`config.mk`:
```
export PLATFORM = sky130hd
export DESIGN_NAME = robot_kinematic_pose_update_top
export DESIGN_NICKNAME = d
export VERILOG_FILES = /design/src/sv/rkpu_pkg.sv /design/src/sv/rkpu_mul.sv /design/src/sv/rkpu_sqdiv.sv /design/src/sv/rkpu_cordic.sv /design/src/sv/robot_kinematic_pose_update_top.sv
export VERILOG_INCLUDE_DIRS = /design/src /design/src/sv
export SDC_FILE = /design/constraint.sdc
export NUM_CORES = 2
export LEC_CHECK = 0
export ABC_AREA = 1
export ABC_CLOCK_PERIOD_IN_PS = 11100
export BUFFER_PORTS_ARGS = -buffer_cell sky130_fd_sc_hd__buf_2
export CORE_MARGIN = 4
export CORE_UTILIZATION = 50
export CTS_CLUSTER_DIAMETER = 60
export CTS_CLUSTER_SIZE = 10
export DETAILED_ROUTE_END_ITERATION = 7
export PLACE_DENSITY = 0.66
export SLEW_MARGIN = 25
export SYNTH_ARGS = -nofsm -noshare
export SYNTH_HDL_FRONTEND = slang
export SYNTH_SLANG_ARGS = --single-unit
```
`constraint.sdc`:
```
create_clock -name clk -period 11.1 [get_ports clk]
set_input_delay 2.22 -clock clk [delete_from_list [all_inputs] [get_ports clk]]
set_output_delay 2.22 -clock clk [all_outputs]
set_load 0.02 [all_outputs]
```
`src/sv/robot_kinematic_pose_update_top_macros.svh`:
```
// Assertion macros for the pose update block.
// Used by robot_kinematic_pose_update_top; needs nothing else.
`ifndef ROBOT_KINEMATIC_POSE_UPDATE_TOP_MACROS_SVH
`define ROBOT_KINEMATIC_POSE_UPDATE_TOP_MACROS_SVH

// Flag a condition that must never hold outside reset.
`define RKPU_ASSERT_NEVER(lbl, clk, rst_n, expr) \
    lbl: assert property (@(posedge clk) disable iff (!rst_n) !(expr)) \
        else $error("pose update: forbidden condition");

// Flag a consequent that fails in the cycle after its trigger.
`define RKPU_ASSERT_NEXT(lbl, clk, rst_n, trig, cons) \
    lbl: assert property (@(posedge clk) disable iff (!rst_n) (trig) |=> (cons)) \
        else $error("pose update: sequence broken");

`endif

```
`src/sv/rkpu_pkg.sv`:
```
// Shared types, constants and tables of the pose update block.
// No dependencies.
package rkpu_pkg;

    localparam int unsigned CFG_IDX_W = 3;
    localparam logic [CFG_IDX_W-1:0] REG_MODEL     = 3'd0;
    localparam logic [CFG_IDX_W-1:0] REG_TIME_STEP = 3'd1;
    localparam logic [CFG_IDX_W-1:0] REG_SPEED_MIN = 3'd2;
    localparam logic [CFG_IDX_W-1:0] REG_SPEED_MAX = 3'd3;
    localparam logic [CFG_IDX_W-1:0] REG_TURN_MIN  = 3'd4;
    localparam logic [CFG_IDX_W-1:0] REG_TURN_MAX  = 3'd5;

    localparam logic [15:0] TIME_STEP_RST = 16'd6554;
    localparam logic [14:0] SPEED_MAX_RST = 15'd2048;
    localparam logic [14:0] TURN_MAX_RST  = 15'd25736;

    // CORDIC start value (inverse gain) and rad to binary angle factor, Q.30 and Q.16
    localparam logic signed [33:0] CORDIC_GAIN = 34'sd652032874;
    localparam logic signed [32:0] RAD_TO_BAM  = 33'sd683565276;

    localparam int unsigned CW_W  = 34;   // CORDIC datapath
    localparam int unsigned MUL_W = 33;   // shared multiplier operands

    typedef enum logic [4:0] {
        ST_IDLE, ST_SQA, ST_SQB, ST_SMIN, ST_SMAX, ST_CMP, ST_SQRT,
        ST_MX, ST_DX, ST_DXW, ST_MY, ST_DY, ST_DYW,
        ST_UPREP, ST_UCOR, ST_UMC, ST_UMS, ST_USAV,
        ST_DISPX, ST_DISPY, ST_DISPH, ST_HMUL, ST_HK, ST_HSAV, ST_FIN
    } state_t;

    function automatic logic signed [CW_W-1:0] atan_q31(input logic [4:0] i);
        logic signed [CW_W-1:0] v;
        case (i)
            5'd0:  v = 34'sd536870912;
            5'd1:  v = 34'sd316933406;
            5'd2:  v = 34'sd167458907;
            5'd3:  v = 34'sd85004756;
            5'd4:  v = 34'sd42667331;
            5'd5:  v = 34'sd21354465;
            5'd6:  v = 34'sd10679838;
            5'd7:  v = 34'sd5340245;
            5'd8:  v = 34'sd2670163;
            5'd9:  v = 34'sd1335087;
            5'd10: v = 34'sd667544;
            5'd11: v = 34'sd333772;
            5'd12: v = 34'sd166886;
            5'd13: v = 34'sd83443;
            5'd14: v = 34'sd41722;
            5'd15: v = 34'sd20861;
            5'd16: v = 34'sd10430;
            5'd17: v = 34'sd5215;
            5'd18: v = 34'sd2608;
            5'd19: v = 34'sd1304;
            5'd20: v = 34'sd652;
            5'd21: v = 34'sd326;
            5'd22: v = 34'sd163;
            5'd23: v = 34'sd81;
            default: v = '0;
        endcase
        return v;
    endfunction

endpackage

```
`src/sv/rkpu_mul.sv`:
```
// Shared signed multiplier with a registered product.
// Depends on rkpu_pkg.
module rkpu_mul
(
    input  logic                                  clk,
    input  logic signed [rkpu_pkg::MUL_W-1:0]     a,
    input  logic signed [rkpu_pkg::MUL_W-1:0]     b,
    output logic signed [2*rkpu_pkg::MUL_W-1:0]   p
);

    logic signed [2*rkpu_pkg::MUL_W-1:0] p_reg;

    always_ff @(posedge clk)
    begin
        p_reg <= a * b;
    end

    assign p = p_reg;

endmodule

```
`src/sv/rkpu_sqdiv.sv`:
```
// Bit-serial square root and divide sharing one compare-subtract stage.
// Depends on nothing but its ports.
module rkpu_sqdiv
(
    input  logic        clk,
    input  logic        rst_n,
    input  logic        start,
    input  logic        op_sqrt,
    input  logic [47:0] operand,   // sqrt: radicand; divide: dividend (< 2^42)
    input  logic [23:0] divisor,
    output logic        busy,
    output logic        done,
    output logic [23:0] result
);

    logic [47:0] acc_reg, acc_next;
    logic [25:0] rem_reg, rem_next;
    logic [23:0] res_reg, res_next;
    logic [23:0] dvs_reg, dvs_next;
    logic [4:0]  cnt_reg, cnt_next;
    logic        sqrt_reg, sqrt_next;
    logic        busy_reg, busy_next;
    logic        done_reg, done_next;
    logic [25:0] rem_sh;
    logic [25:0] trial;
    logic        ge;

    always_ff @(posedge clk or negedge rst_n)
    begin
        if (!rst_n)
        begin
            busy_reg <= 1'b0;
            done_reg <= 1'b0;
        end
        else
        begin
            busy_reg <= busy_next;
            done_reg <= done_next;
        end
    end

    always_ff @(posedge clk)
    begin
        acc_reg  <= acc_next;
        rem_reg  <= rem_next;
        res_reg  <= res_next;
        dvs_reg  <= dvs_next;
        cnt_reg  <= cnt_next;
        sqrt_reg <= sqrt_next;
    end

    always_comb
    begin
        if (sqrt_reg)
        begin
            rem_sh = {rem_reg[23:0], acc_reg[47:46]};
            trial  = {res_reg, 2'b01};
        end
        else
        begin
            rem_sh = {rem_reg[24:0], acc_reg[47]};
            trial  = {2'b00, dvs_reg};
        end
        ge = (rem_sh >= trial);

        acc_next  = acc_reg;
        rem_next  = rem_reg;
        res_next  = res_reg;
        dvs_next  = dvs_reg;
        cnt_next  = cnt_reg;
        sqrt_next = sqrt_reg;
        busy_next = busy_reg;
        done_next = 1'b0;

        if (start)
        begin
            busy_next = 1'b1;
            sqrt_next = op_sqrt;
            dvs_next  = divisor;
            res_next  = '0;
            if (op_sqrt)
            begin
                acc_next = operand;
                rem_next = '0;
                cnt_next = 5'd23;
            end
            else
            begin
                // quotient is known to fit 19 bits: preload the high part
                acc_next = {operand[18:0], 29'd0};
                rem_next = {3'd0, operand[41:19]};
                cnt_next = 5'd18;
            end
        end
        else if (busy_reg)
        begin
            rem_next = ge ? (rem_sh - trial) : rem_sh;
            res_next = {res_reg[22:0], ge};
            acc_next = sqrt_reg ? {acc_reg[45:0], 2'b00} : {acc_reg[46:0], 1'b0};
            cnt_next = cnt_reg - 5'd1;
            if (cnt_reg == 5'd0)
            begin
                busy_next = 1'b0;
                done_next = 1'b1;
            end
        end
    end

    assign busy   = busy_reg;
    assign done   = done_reg;
    assign result = res_reg;

endmodule

```
`src/sv/rkpu_cordic.sv`:
```
// Rotation-mode CORDIC, one micro-rotation per cycle, for cos and sin of a heading.
// Depends on rkpu_pkg.
module rkpu_cordic
#(
    parameter int STEPS = 16
)
(
    input  logic                               clk,
    input  logic                               rst_n,
    input  logic                               start,
    input  logic [15:0]                        angle,
    output logic                               busy,
    output logic                               done,
    output logic signed [rkpu_pkg::CW_W-1:0]   cos_q,
    output logic signed [rkpu_pkg::CW_W-1:0]   sin_q
);

    localparam int CNT_W = $clog2(STEPS);
    localparam int W     = rkpu_pkg::CW_W;

    logic signed [W-1:0] x_reg, x_next, y_reg, y_next, a_reg, a_next;
    logic [CNT_W-1:0]    cnt_reg, cnt_next;
    logic                neg_reg, neg_next;
    logic                busy_reg, busy_next;
    logic                done_reg, done_next;
    logic signed [W-1:0] a0;
    logic signed [W-1:0] xs, ys, at;

    always_ff @(posedge clk or negedge rst_n)
    begin
        if (!rst_n)
        begin
            busy_reg <= 1'b0;
            done_reg <= 1'b0;
        end
        else
        begin
            busy_reg <= busy_next;
            done_reg <= done_next;
        end
    end

    always_ff @(posedge clk)
    begin
        x_reg   <= x_next;
        y_reg   <= y_next;
        a_reg   <= a_next;
        cnt_reg <= cnt_next;
        neg_reg <= neg_next;
    end

    always_comb
    begin
        a0 = W'(signed'({angle, 16'd0}));
        xs = x_reg >>> cnt_reg;
        ys = y_reg >>> cnt_reg;
        at = rkpu_pkg::atan_q31(5'(cnt_reg));

        x_next    = x_reg;
        y_next    = y_reg;
        a_next    = a_reg;
        cnt_next  = cnt_reg;
        neg_next  = neg_reg;
        busy_next = busy_reg;
        done_next = 1'b0;

        if (start)
        begin
            busy_next = 1'b1;
            cnt_next  = '0;
            x_next    = rkpu_pkg::CORDIC_GAIN;
            y_next    = '0;
            neg_next  = 1'b0;
            a_next    = a0;
            // fold the back half-plane onto the front one, negate at the end
            if (a0 > (W'(1) <<< 30))
            begin
                a_next   = a0 - (W'(1) <<< 31);
                neg_next = 1'b1;
            end
            else if (a0 < -(W'(1) <<< 30))
            begin
                a_next   = a0 + (W'(1) <<< 31);
                neg_next = 1'b1;
            end
        end
        else if (busy_reg)
        begin
            if (!a_reg[W-1])
            begin
                x_next = x_reg - ys;
                y_next = y_reg + xs;
                a_next = a_reg - at;
            end
            else
            begin
                x_next = x_reg + ys;
                y_next = y_reg - xs;
                a_next = a_reg + at;
            end
            cnt_next = cnt_reg + CNT_W'(1);
            if (cnt_reg == CNT_W'(STEPS - 1))
            begin
                busy_next = 1'b0;
                done_next = 1'b1;
            end
        end
    end

    assign busy  = busy_reg;
    assign done  = done_reg;
    assign cos_q = neg_reg ? -x_reg : x_reg;
    assign sin_q = neg_reg ? -y_reg : y_reg;

endmodule

```
`src/sv/robot_kinematic_pose_update_top.sv`:
```
// Top level of the kinematic pose update: sequencer, pose state and ports.
// Depends on rkpu_pkg, rkpu_mul, rkpu_sqdiv, rkpu_cordic and the macros header.

// One velocity item advances the stored pose (x, y Q16.16, heading binary angle) by one
// Euler step and returns the new pose as one item. The block takes one item at a time:
// s_axis_tready is high only while the sequencer is idle. All products go through one
// registered multiplier. A holonomic step skips the pose update when the speed is below
// speed_min and, when the speed is limited, runs one 24-step square root and two
// 19-step divides on the shared bit-serial unit; a unicycle step waits on the CORDIC,
// which does one rotation per cycle. A finished pose waits in the output register
// while the next item is accepted. Configuration writes are always ready and take
// effect at once; write only while no item is in progress.
`include "robot_kinematic_pose_update_top_macros.svh"

module robot_kinematic_pose_update_top
#(
    parameter int CORDIC_STEPS = 16
)
(
    input  logic        clk,
    input  logic        rst_n,
    input  logic        s_axis_tvalid,
    output logic        s_axis_tready,
    input  logic [31:0] s_axis_tdata,   // [15:0] vel_a, [31:16] vel_b
    output logic        m_axis_tvalid,
    input  logic        m_axis_tready,
    output logic [79:0] m_axis_tdata,   // [31:0] out_x, [63:32] out_y, [79:64] out_heading
    input  logic        cfg_valid,
    output logic        cfg_ready,
    input  logic [rkpu_pkg::CFG_IDX_W-1:0] cfg_index,
    input  logic [15:0] cfg_data
);

    localparam int MW = rkpu_pkg::MUL_W;

    rkpu_pkg::state_t state_reg, state_next;

    logic        model_reg;
    logic [15:0] dt_reg;
    logic [14:0] smin_reg, smax_reg, tmin_reg, tmax_reg;

    logic signed [15:0] va_reg, va_next, vb_reg, vb_next;
    logic [31:0]        sq_reg, sq_next;
    logic               below_reg, below_next;
    logic [23:0]        r_reg, r_next;
    logic signed [20:0] cx_reg, cx_next, cy_reg, cy_next;
    logic signed [15:0] v_reg, v_next;
    logic signed [16:0] w_reg, w_next;
    logic signed [32:0] dh_reg, dh_next;
    logic signed [31:0] px_reg, px_next, py_reg, py_next;
    logic [15:0]        hd_reg, hd_next;
    logic [79:0]        out_reg, out_next;
    logic               ovld_reg, ovld_next;

    logic signed [MW-1:0]   mul_a, mul_b;
    logic signed [2*MW-1:0] prod;
    logic signed [2*MW-1:0] rnd16, rnd26, rnd44;

    logic        sd_start, sd_sqrt, sd_busy, sd_done;
    logic [47:0] sd_operand;
    logic [23:0] sd_result;

    logic                             cr_start, cr_busy, cr_done;
    logic signed [rkpu_pkg::CW_W-1:0] cr_cos, cr_sin;

    logic signed [16:0] va_abs, vb_abs;
    logic signed [16:0] w_lim;
    logic signed [15:0] v_lim;
    logic signed [32:0] pos_sum;

    rkpu_mul u_mul
    (
        .clk (clk),
        .a   (mul_a),
        .b   (mul_b),
        .p   (prod)
    );

    rkpu_sqdiv u_sqdiv
    (
        .clk     (clk),
        .rst_n   (rst_n),
        .start   (sd_start),
        .op_sqrt (sd_sqrt),
        .operand (sd_operand),
        .divisor (r_reg),
        .busy    (sd_busy),
        .done    (sd_done),
        .result  (sd_result)
    );

    rkpu_cordic #(.STEPS(CORDIC_STEPS)) u_cordic
    (
        .clk   (clk),
        .rst_n (rst_n),
        .start (cr_start),
        .angle (hd_reg),
        .busy  (cr_busy),
        .done  (cr_done),
        .cos_q (cr_cos),
        .sin_q (cr_sin)
    );

    assign cfg_ready     = 1'b1;
    assign s_axis_tready = (state_reg == rkpu_pkg::ST_IDLE);
    assign m_axis_tvalid = ovld_reg;
    assign m_axis_tdata  = out_reg;

    // configuration registers
    always_ff @(posedge clk or negedge rst_n)
    begin
        if (!rst_n)
        begin
            model_reg <= 1'b0;
            dt_reg    <= rkpu_pkg::TIME_STEP_RST;
            smin_reg  <= '0;
            smax_reg  <= rkpu_pkg::SPEED_MAX_RST;
            tmin_reg  <= '0;
            tmax_reg  <= rkpu_pkg::TURN_MAX_RST;
        end
        else if (cfg_valid)
        begin
            case (cfg_index)
                rkpu_pkg::REG_MODEL:     model_reg <= cfg_data[0];
                rkpu_pkg::REG_TIME_STEP: dt_reg    <= cfg_data;
                rkpu_pkg::REG_SPEED_MIN: smin_reg  <= cfg_data[14:0];
                rkpu_pkg::REG_SPEED_MAX: smax_reg  <= cfg_data[14:0];
                rkpu_pkg::REG_TURN_MIN:  tmin_reg  <= cfg_data[14:0];
                rkpu_pkg::REG_TURN_MAX:  tmax_reg  <= cfg_data[14:0];
                default: ;
            endcase
        end
    end

    always_ff @(posedge clk or negedge rst_n)
    begin
        if (!rst_n)
        begin
            state_reg <= rkpu_pkg::ST_IDLE;
            px_reg    <= '0;
            py_reg    <= '0;
            hd_reg    <= '0;
            ovld_reg  <= 1'b0;
        end
        else
        begin
            state_reg <= state_next;
            px_reg    <= px_next;
            py_reg    <= py_next;
            hd_reg    <= hd_next;
            ovld_reg  <= ovld_next;
        end
    end

    always_ff @(posedge clk)
    begin
        va_reg    <= va_next;
        vb_reg    <= vb_next;
        sq_reg    <= sq_next;
        below_reg <= below_next;
        r_reg     <= r_next;
        cx_reg    <= cx_next;
        cy_reg    <= cy_next;
        v_reg     <= v_next;
        w_reg     <= w_next;
        dh_reg    <= dh_next;
        out_reg   <= out_next;
    end

    always_comb
    begin
        va_abs = va_reg[15] ? -17'(va_reg) : 17'(va_reg);
        vb_abs = vb_reg[15] ? -17'(vb_reg) : 17'(vb_reg);
        rnd16  = (prod + (2*MW)'(1 << 15)) >>> 16;
        rnd26  = (prod + (2*MW)'(1 << 25)) >>> 26;
        rnd44  = (prod + ((2*MW)'(1) <<< 43)) >>> 44;
        pos_sum = '0;

        // unicycle limits: clamp first, then dead zone
        v_lim = (va_reg < $signed({1'b0, smax_reg})) ? va_reg : $signed({1'b0, smax_reg});
        w_lim = (vb_abs < $signed({2'b00, tmax_reg})) ? vb_abs : $signed({2'b00, tmax_reg});

        state_next = state_reg;
        va_next    = va_reg;
        vb_next    = vb_reg;
        sq_next    = sq_reg;
        below_next = below_reg;
        r_next     = r_reg;
        cx_next    = cx_reg;
        cy_next    = cy_reg;
        v_next     = v_reg;
        w_next     = w_reg;
        dh_next    = dh_reg;
        px_next    = px_reg;
        py_next    = py_reg;
        hd_next    = hd_reg;
        out_next   = out_reg;
        ovld_next  = ovld_reg && !m_axis_tready;
        mul_a      = '0;
        mul_b      = '0;
        sd_start   = 1'b0;
        sd_sqrt    = 1'b0;
        sd_operand = '0;
        cr_start   = 1'b0;

        case (state_reg)
            rkpu_pkg::ST_IDLE:
            begin
                if (s_axis_tvalid)
                begin
                    va_next    = s_axis_tdata[15:0];
                    vb_next    = s_axis_tdata[31:16];
                    state_next = model_reg ? rkpu_pkg::ST_UPREP : rkpu_pkg::ST_SQA;
                end
            end
            rkpu_pkg::ST_SQA:
            begin
                mul_a      = MW'(va_reg);
                mul_b      = MW'(va_reg);
                state_next = rkpu_pkg::ST_SQB;
            end
            rkpu_pkg::ST_SQB:
            begin
                sq_next    = prod[31:0];
                mul_a      = MW'(vb_reg);
                mul_b      = MW'(vb_reg);
                state_next = rkpu_pkg::ST_SMIN;
            end
            rkpu_pkg::ST_SMIN:
            begin
                sq_next    = sq_reg + prod[31:0];
                mul_a      = MW'($signed({1'b0, smin_reg}));
                mul_b      = MW'($signed({1'b0, smin_reg}));
                state_next = rkpu_pkg::ST_SMAX;
            end
            rkpu_pkg::ST_SMAX:
            begin
                below_next = (sq_reg < prod[31:0]);
                mul_a      = MW'($signed({1'b0, smax_reg}));
                mul_b      = MW'($signed({1'b0, smax_reg}));
                state_next = rkpu_pkg::ST_CMP;
            end
            rkpu_pkg::ST_CMP:
            begin
                if (below_reg)
                begin
                    state_next = rkpu_pkg::ST_FIN;
                end
                else if (sq_reg > prod[31:0])
                begin
                    sd_start   = 1'b1;
                    sd_sqrt    = 1'b1;
                    sd_operand = {sq_reg, 16'd0};
                    state_next = rkpu_pkg::ST_SQRT;
                end
                else
                begin
                    cx_next    = 21'(va_reg) <<< 4;
                    cy_next    = 21'(vb_reg) <<< 4;
                    state_next = rkpu_pkg::ST_DISPX;
                end
            end
            rkpu_pkg::ST_SQRT:
            begin
                if (sd_done)
                begin
                    r_next     = sd_result;
                    state_next = rkpu_pkg::ST_MX;
                end
            end
            rkpu_pkg::ST_MX:
            begin
                mul_a      = MW'(va_abs);
                mul_b      = MW'($signed({1'b0, smax_reg}));
                state_next = rkpu_pkg::ST_DX;
            end
            rkpu_pkg::ST_DX:
            begin
                sd_start   = 1'b1;
                sd_operand = {6'd0, prod[29:0], 12'd0};
                state_next = rkpu_pkg::ST_DXW;
            end
            rkpu_pkg::ST_DXW:
            begin
                if (sd_done)
                begin
                    cx_next    = va_reg[15] ? -21'(sd_result[19:0]) : 21'(sd_result[19:0]);
                    state_next = rkpu_pkg::ST_MY;
                end
            end
            rkpu_pkg::ST_MY:
            begin
                mul_a      = MW'(vb_abs);
                mul_b      = MW'($signed({1'b0, smax_reg}));
                state_next = rkpu_pkg::ST_DY;
            end
            rkpu_pkg::ST_DY:
            begin
                sd_start   = 1'b1;
                sd_operand = {6'd0, prod[29:0], 12'd0};
                state_next = rkpu_pkg::ST_DYW;
            end
            rkpu_pkg::ST_DYW:
            begin
                if (sd_done)
                begin
                    cy_next    = vb_reg[15] ? -21'(sd_result[19:0]) : 21'(sd_result[19:0]);
                    state_next = rkpu_pkg::ST_DISPX;
                end
            end
            rkpu_pkg::ST_UPREP:
            begin
                v_next = (v_lim > $signed({1'b0, smin_reg})) ? v_lim : '0;
                if (w_lim > $signed({2'b00, tmin_reg}))
                begin
                    w_next = vb_reg[15] ? -w_lim : w_lim;
                end
                else
                begin
                    w_next = '0;
                end
                cr_start   = 1'b1;
                state_next = rkpu_pkg::ST_UCOR;
            end
            rkpu_pkg::ST_UCOR:
            begin
                if (cr_done)
                begin
                    state_next = rkpu_pkg::ST_UMC;
                end
            end
            rkpu_pkg::ST_UMC:
            begin
                mul_a      = MW'(v_reg);
                mul_b      = MW'(cr_cos);
                state_next = rkpu_pkg::ST_UMS;
            end
            rkpu_pkg::ST_UMS:
            begin
                cx_next    = rnd26[20:0];
                mul_a      = MW'(v_reg);
                mul_b      = MW'(cr_sin);
                state_next = rkpu_pkg::ST_USAV;
            end
            rkpu_pkg::ST_USAV:
            begin
                cy_next    = rnd26[20:0];
                state_next = rkpu_pkg::ST_DISPX;
            end
            rkpu_pkg::ST_DISPX:
            begin
                mul_a      = MW'(cx_reg);
                mul_b      = MW'($signed({1'b0, dt_reg}));
                state_next = rkpu_pkg::ST_DISPY;
            end
            rkpu_pkg::ST_DISPY:
            begin
                pos_sum = 33'(px_reg) + rnd16[32:0];
                if (pos_sum > 33'sh0_7FFF_FFFF)
                begin
                    px_next = 32'sh7FFF_FFFF;
                end
                else if (pos_sum < -33'sh0_8000_0000)
                begin
                    px_next = 32'sh8000_0000;
                end
                else
                begin
                    px_next = pos_sum[31:0];
                end
                mul_a      = MW'(cy_reg);
                mul_b      = MW'($signed({1'b0, dt_reg}));
                state_next = rkpu_pkg::ST_DISPH;
            end
            rkpu_pkg::ST_DISPH:
            begin
                pos_sum = 33'(py_reg) + rnd16[32:0];
                if (pos_sum > 33'sh0_7FFF_FFFF)
                begin
                    py_next = 32'sh7FFF_FFFF;
                end
                else if (pos_sum < -33'sh0_8000_0000)
                begin
                    py_next = 32'sh8000_0000;
                end
                else
                begin
                    py_next = pos_sum[31:0];
                end
                mul_a      = MW'(w_reg);
                mul_b      = MW'($signed({1'b0, dt_reg}));
                state_next = model_reg ? rkpu_pkg::ST_HMUL : rkpu_pkg::ST_FIN;
            end
            rkpu_pkg::ST_HMUL:
            begin
                dh_next    = prod[32:0];
                state_next = rkpu_pkg::ST_HK;
            end
            rkpu_pkg::ST_HK:
            begin
                mul_a      = dh_reg;
                mul_b      = rkpu_pkg::RAD_TO_BAM;
                state_next = rkpu_pkg::ST_HSAV;
            end
            rkpu_pkg::ST_HSAV:
            begin
                hd_next    = hd_reg + rnd44[15:0];
                state_next = rkpu_pkg::ST_FIN;
            end
            rkpu_pkg::ST_FIN:
            begin
                // hold until the output register is free
                if (!ovld_reg || m_axis_tready)
                begin
                    out_next   = {hd_reg, py_reg, px_reg};
                    ovld_next  = 1'b1;
                    state_next = rkpu_pkg::ST_IDLE;
                end
            end
            default:
            begin
                state_next = rkpu_pkg::ST_IDLE;
            end
        endcase
    end

    `RKPU_ASSERT_NEVER(a_units_exclusive, clk, rst_n, sd_busy && cr_busy)
    `RKPU_ASSERT_NEXT(a_one_item_at_a_time, clk, rst_n, s_axis_tvalid && s_axis_tready, !s_axis_tready)
    `RKPU_ASSERT_NEXT(a_hold_heading_integrator, clk, rst_n, !model_reg && state_reg != rkpu_pkg::ST_IDLE, hd_reg == $past(hd_reg))

endmodule
```
After elaboration in Yosys (flattened, before gate mapping)
Memory sizes are Yosys's and may differ from the RTL's. A register that Yosys moved wholly into a read port is not among the register bits. Cells that the tools add are included.

Input port bits: 56. Memory bits (read-only): 480. Memories: 1. Logic and storage cells: 225. Flip-flop bits (word level): 738. Output and inout port bits: 83.

Multiply operators: 1. $add $sub $neg: 24. Equality and inequality tests: 38. Reductions and logical operators: 28. Shifts and indexed selects: 2. Order comparisons: 13. Muxes and demuxes: 80.

Memories: (no name shown) (words 16, bits a word 30, read ports 1, clocked after Yosys merged registers in 1, write ports 0, line rkpu_pkg.sv:33) `case (i)`.

Operator list (number): 33-bit case mux with 11 select lines (1); 48-bit 2-to-1 mux (6); 33-bit case mux with 8 select lines (1); 34-bit 2-to-1 mux (7); 21-bit 2-to-1 mux (8); 32-bit 2-to-1 mux (4); 21-bit case mux with 3 select lines (2); 5-bit case mux with 25 select lines (1); 34-bit adder (3); 34-bit subtractor (3); 48-bit case mux with 2 select lines (1); 25-bit 2-to-1 mux (3); 17-bit 2-to-1 mux (4); 34-bit by 4-bit >>> shifter with 34-bit output (2); 33-bit adder (2); 33-bit by 32-bit > comparator with 1-bit output (second input constant) (2); 33-bit by 32-bit less-than comparator with 1-bit output (second input constant) (2); 33-bit 2-to-1 mux (2); 33-bit negation (2); 32-bit case mux with 2 select lines (1); 60-bit by 45-bit adder with 60-bit output (second input constant) (1); 33-bit by 33-bit multiplier with 60-bit output (1); 26-bit 2-to-1 mux (2); 5-bit 2-to-1 mux (10); other kinds (50) (115).

Longest topological paths before layout
Depth after elaboration: 6. Depth in mapped cells: 43. Depth with buffers taken out: 42.

Hierarchy
A second synthesis with hierarchy kept.

Cell total of the unflattened synthesis: 13374. Area, all modules: 99258.9 sq um.

By module, submodules not included: rkpu_mul (sequential area each 1321.3 sq um, cells each 5564, instances 1, area each 43181.4 sq um); robot_kinematic_pose_update_top (sequential area each 12413.2 sq um, cells each 3882, instances 1, area each 30427.9 sq um); rkpu_cordic (sequential area each 3143.0 sq um, cells each 2857, instances 1, area each 17384.2 sq um); rkpu_sqdiv (sequential area each 3623.5 sq um, cells each 1071, instances 1, area each 8265.4 sq um).

Least setup slack after synthesis
No wires, ideal clock.

Path type: reg-to-reg. From: reg state_reg[4]. To: reg u_mul.p_reg, in the netlist u_mul.p[59]. Setup time: 112 ps. Setup slack: 2884 ps. Arrival: 8104 ps. Cell stages (with the launch flop): 38. Required time: 10988 ps. Period minus slack after synthesis: 8216 ps. Buffers on the path: 2. Path through: dfrtp_1 buf_2 nor2_1 inv_1 nor2_2 inv_2 nand3_1 nand2_1 nand2_1 a21oi_1 nand3_2 inv_1 nor2_2 buf_2 fa_1 fa_1 inv_1 fa_1 [... 2 more ...] fa_1 fa_1 fa_1 inv_1 fa_1 inv_1 ha_1 nand2_1 nor2_1 nand2_1 inv_1 nand3_1 or2_2 nand3_1 nand3b_1 nand2_1 nand2_1 nand2_1.

Longest elaborated chain between the ends: 4. Elaborated cells between the ends (all ways): 18. Classes of those cells: mul (1); eq/ne (12); mux (2); reduce/logical (3).

RTL lines: start: declaration (line robot_kinematic_pose_update_top.sv:36) `rkpu_pkg::state_t state_reg, state_next;`; start signal: assignment (line robot_kinematic_pose_update_top.sv:139) `state_reg <= rkpu_pkg::ST_IDLE;`; start signal: assignment (line robot_kinematic_pose_update_top.sv:147) `state_reg <= state_next;`; 5-bit == test (tied with other cells) (line robot_kinematic_pose_update_top.sv:206) `case (state_reg)`; 3-bit OR reduction (no line) or 2-bit OR reduction (tied branches); 33-bit case mux with 8 select lines or 33-bit case mux with 11 select lines (tied branches) (line robot_kinematic_pose_update_top.sv:206); 33-bit by 33-bit multiplier with 60-bit output (*) (line rkpu_mul.sv:15) `p_reg <= a * b;`; end signal: assignment (line rkpu_mul.sv:15); end: declaration (line rkpu_mul.sv:11) `logic signed [2*rkpu_pkg::MUL_W-1:0] p_reg;`.

Every way passes the cells marked *; elsewhere a longest branch is shown, timed or not. A chain may end at the register's enable or synchronous reset.

Worst setup path in the final report
From: reg state_reg[4]. To: reg u_mul.p_reg, in the netlist u_mul.p[34].

The elaborated chain is that of the path after synthesis.

==> impl_metrics.toml <==
[worst_setup_path]
crit_type = "flop to flop"
worst_setup_path_start_kind = "flop"
worstPathRequired_ns = 11.79
cp.arrival_ns = 11.32
cpPeakStageDelay_ns = 0.73
endpoint_kind = "flop"
critical-path-slowest-cell = "nor4_2"
r2r_cells = 34
crit_fanout = 47
regToRegSetupSlack_ns = 0.47
path_common_cell = "fa_1"

[routing]
viasPerCell = 5.660
firstDrtPassIters = 6
vias = 83232
drtIter0Drc = 8523
drt-wirelength-per-cell_um = 23.21
ant_nets = 0
drc_errors = 0
wl_mm = 341.3

[global_routing]
grt_pass1_vias = 82942
grt.overflow.total = 0
grt_usage_pct = 35.31
antenna_found_initial = 9
grt_max_degree = 92
grt_pass1_wl_mm = 512.5

[clock_network]
ctsResizeCount = 0
htreeDepth = 3
insertion_delay_ns = 0.78
post_cts_buffers = 0
clk_pin_slew_ns = 0.06
cts_sinks = 756
postCtsHoldBufs = 0
root_buffer = "clkbuf_16"
clockBufferDepth = 3
cts_inserted_buffers = 109
cts_tree = "built"

[yosys]
yosysMostFrequentCell = "nand2_1"
syn-cell-area_sq_um = 92650
synth_warnings = 0
synth_largest_area_cell = "fa_1"
postSynthAreaPerCell_sq_um = 7.630
synth-main-ff-cell = "edfxtp_1"
async_reset_ff_share_pct = 22.09
synth.top_cells.by_count = "nand2_1, inv_1, fa_1, nor2_1, o21ai_0"
seq_area_frac_synth_pct = 21.61
ys_seq_elements = 756
netlist.area_leader.share_pct = 23.38
synth_cell_types = 84
synth_edf_count = 403
syn_inst = 12144
synthTopCellsByArea = "fa_1, edfxtp_1, nand2_1, inv_1, ha_1"

[floorplanning]
die-height_um = 438.5
dieArea_sq_um = 192300
chipWidth_um = 438.5
rows = 157
start_util_pct = 50.45
core-area_sq_um = 183700
io-pin-count = 139

[cells_and_area]
multi_input_area_sq_um = 61480
regArea_sq_um = 20030
final_nets = 13832
largest_reg_flops = 80
fill_cells = 17707
synthToLayoutAreaGrowth_pct = 7.550
drive_gt1_share_pct = 5.655

[timing]
worstMarginPinSlew_ns = 1.106
worst_clock_skew_ns = 0.07219
rsz0062_at_grt = "no"
hold_viol_final = 0
finalCriticalPeriod_ns = 10.63
relSlewSlack_pct = 25.49
final-setup-viol-count = 0
drv_slew = 0
period_share_pct = 95.80
fmax_mhz = 94.04
setup_total_negative_slack_ns = 0

[placed_design]
dpl.hpwl_mm = 276.9
gp_congestion = 1.023
io_buffers = 137

[run_status]
status = "complete, no violations"

[flow_run]
max-cap-violations = 0

[hold_path]
hold_path.class = "flop to flop"
hold_depth = 0
==> placed cells by master (no fill, tap or decap), types with 34 or more instances in the layout <==
cell type	netlist	final
o21ai_0	664	659
o211ai_1	79	79
dfrtp_1	154	153
a21oi_1	595	592
nor3_1	110	110
buf_4	14	174
clkbuf_16	0	110
dfxtp_1	186	182
xnor2_1	116	116
a31oi_1	53	53
nand2_1	2967	2965
clkbuf_1	208	40
nor4_1	47	47
nand3_1	659	656
inv_1	2455	2452
ha_1	552	552
o221ai_1	44	43
buf_2	163	137
edfxtp_1	403	403
nor2_1	707	701
fa_1	1082	1081
o22ai_1	34	34
nand4_1	76	76
a21o_1	47	47
inv_2	39	40
xor2_1	261	261
==> final timing paths <==
path	from	end
max	state_reg[4]$_DFFE_PN0P_	u_mul.p[34]$_DFF_P_
min	r_reg[19]$_DFFE_PP_	u_sqdiv.dvs_reg[19]$_DFFE_PP_
max reg2reg	state_reg[4]$_DFFE_PN0P_	u_mul.p[34]$_DFF_P_
min reg2reg	r_reg[19]$_DFFE_PP_	u_sqdiv.dvs_reg[19]$_DFFE_PP_
max in group asynchronous	rst_n	u_cordic.busy$_DFF_PN0_
min in group asynchronous	rst_n	u_sqdiv.busy$_DFF_PN0_
==> stage by stage <==
stage	hold slack, ns	utilization [%]	worst slack (ns)	instance area (sq um)	std cells
detailed placement	0.4052	52.32	0.6667	96100	14494
global route	0.4222	54.25	0.1675	99640	14701
CTS	0.4159	54.23	0.5484	99610	14699
finish	0.3997	54.25	0.4659	99650	14706
global placement	0.4016	52.27	0.7065	96010	14490
floorplan	0.4003	-	2.884	92660	12146
==> worst max-delay path, delay by kind of cell, from the launching register on <==
kind / cells / cell delay, ns
adder cells (fa/ha/maj): 9 / 4.30
AO/OA/AOI/OAI: 7 / 1.89
flip-flops: 1 / 0.53
XOR/XNOR: 1 / 0.18
AND/OR/NAND/NOR: 8 / 1.82
buffers and inverters: 9 / 1.81
==> per-layer routing <==
metal,share of wire [%],GRT usage [%],routed length (um)
met4,5.8,17.16,19930
met5,0.0038,0,13
met3,9.4,7.195,31920
met1,41,47.45,139100
met2,44,54.61,150300
==> area by class of cell <==
class / count / share of cell area (%)
clock inverter: 47 / 0.4960
tap: 2464 / 3.094
antenna: 6 / 0.01507
timing repair buffer: 318 / 2.140
clock buffer: 158 / 3.023
inverter: 2503 / 9.435
multi-input combinational: 8454 / 61.70
sequential: 756 / 20.10
==> cell families after synthesis <==
group | after synthesis | synth area share, %
simple gates | 4707 | 21.07
buf+inv | 2936 | 12.25
compound gates | 1724 | 10.57
fa+ha+maj | 1634 | 30.83
flops | 756 | 21.61
xor+xnor | 378 | 3.581
mux | 7 | 0.07697
other cells | 2 | 0.008105
Power is not shown: default switching activity piles up to over one toggle a cycle in this logic, so the estimate is an artifact.
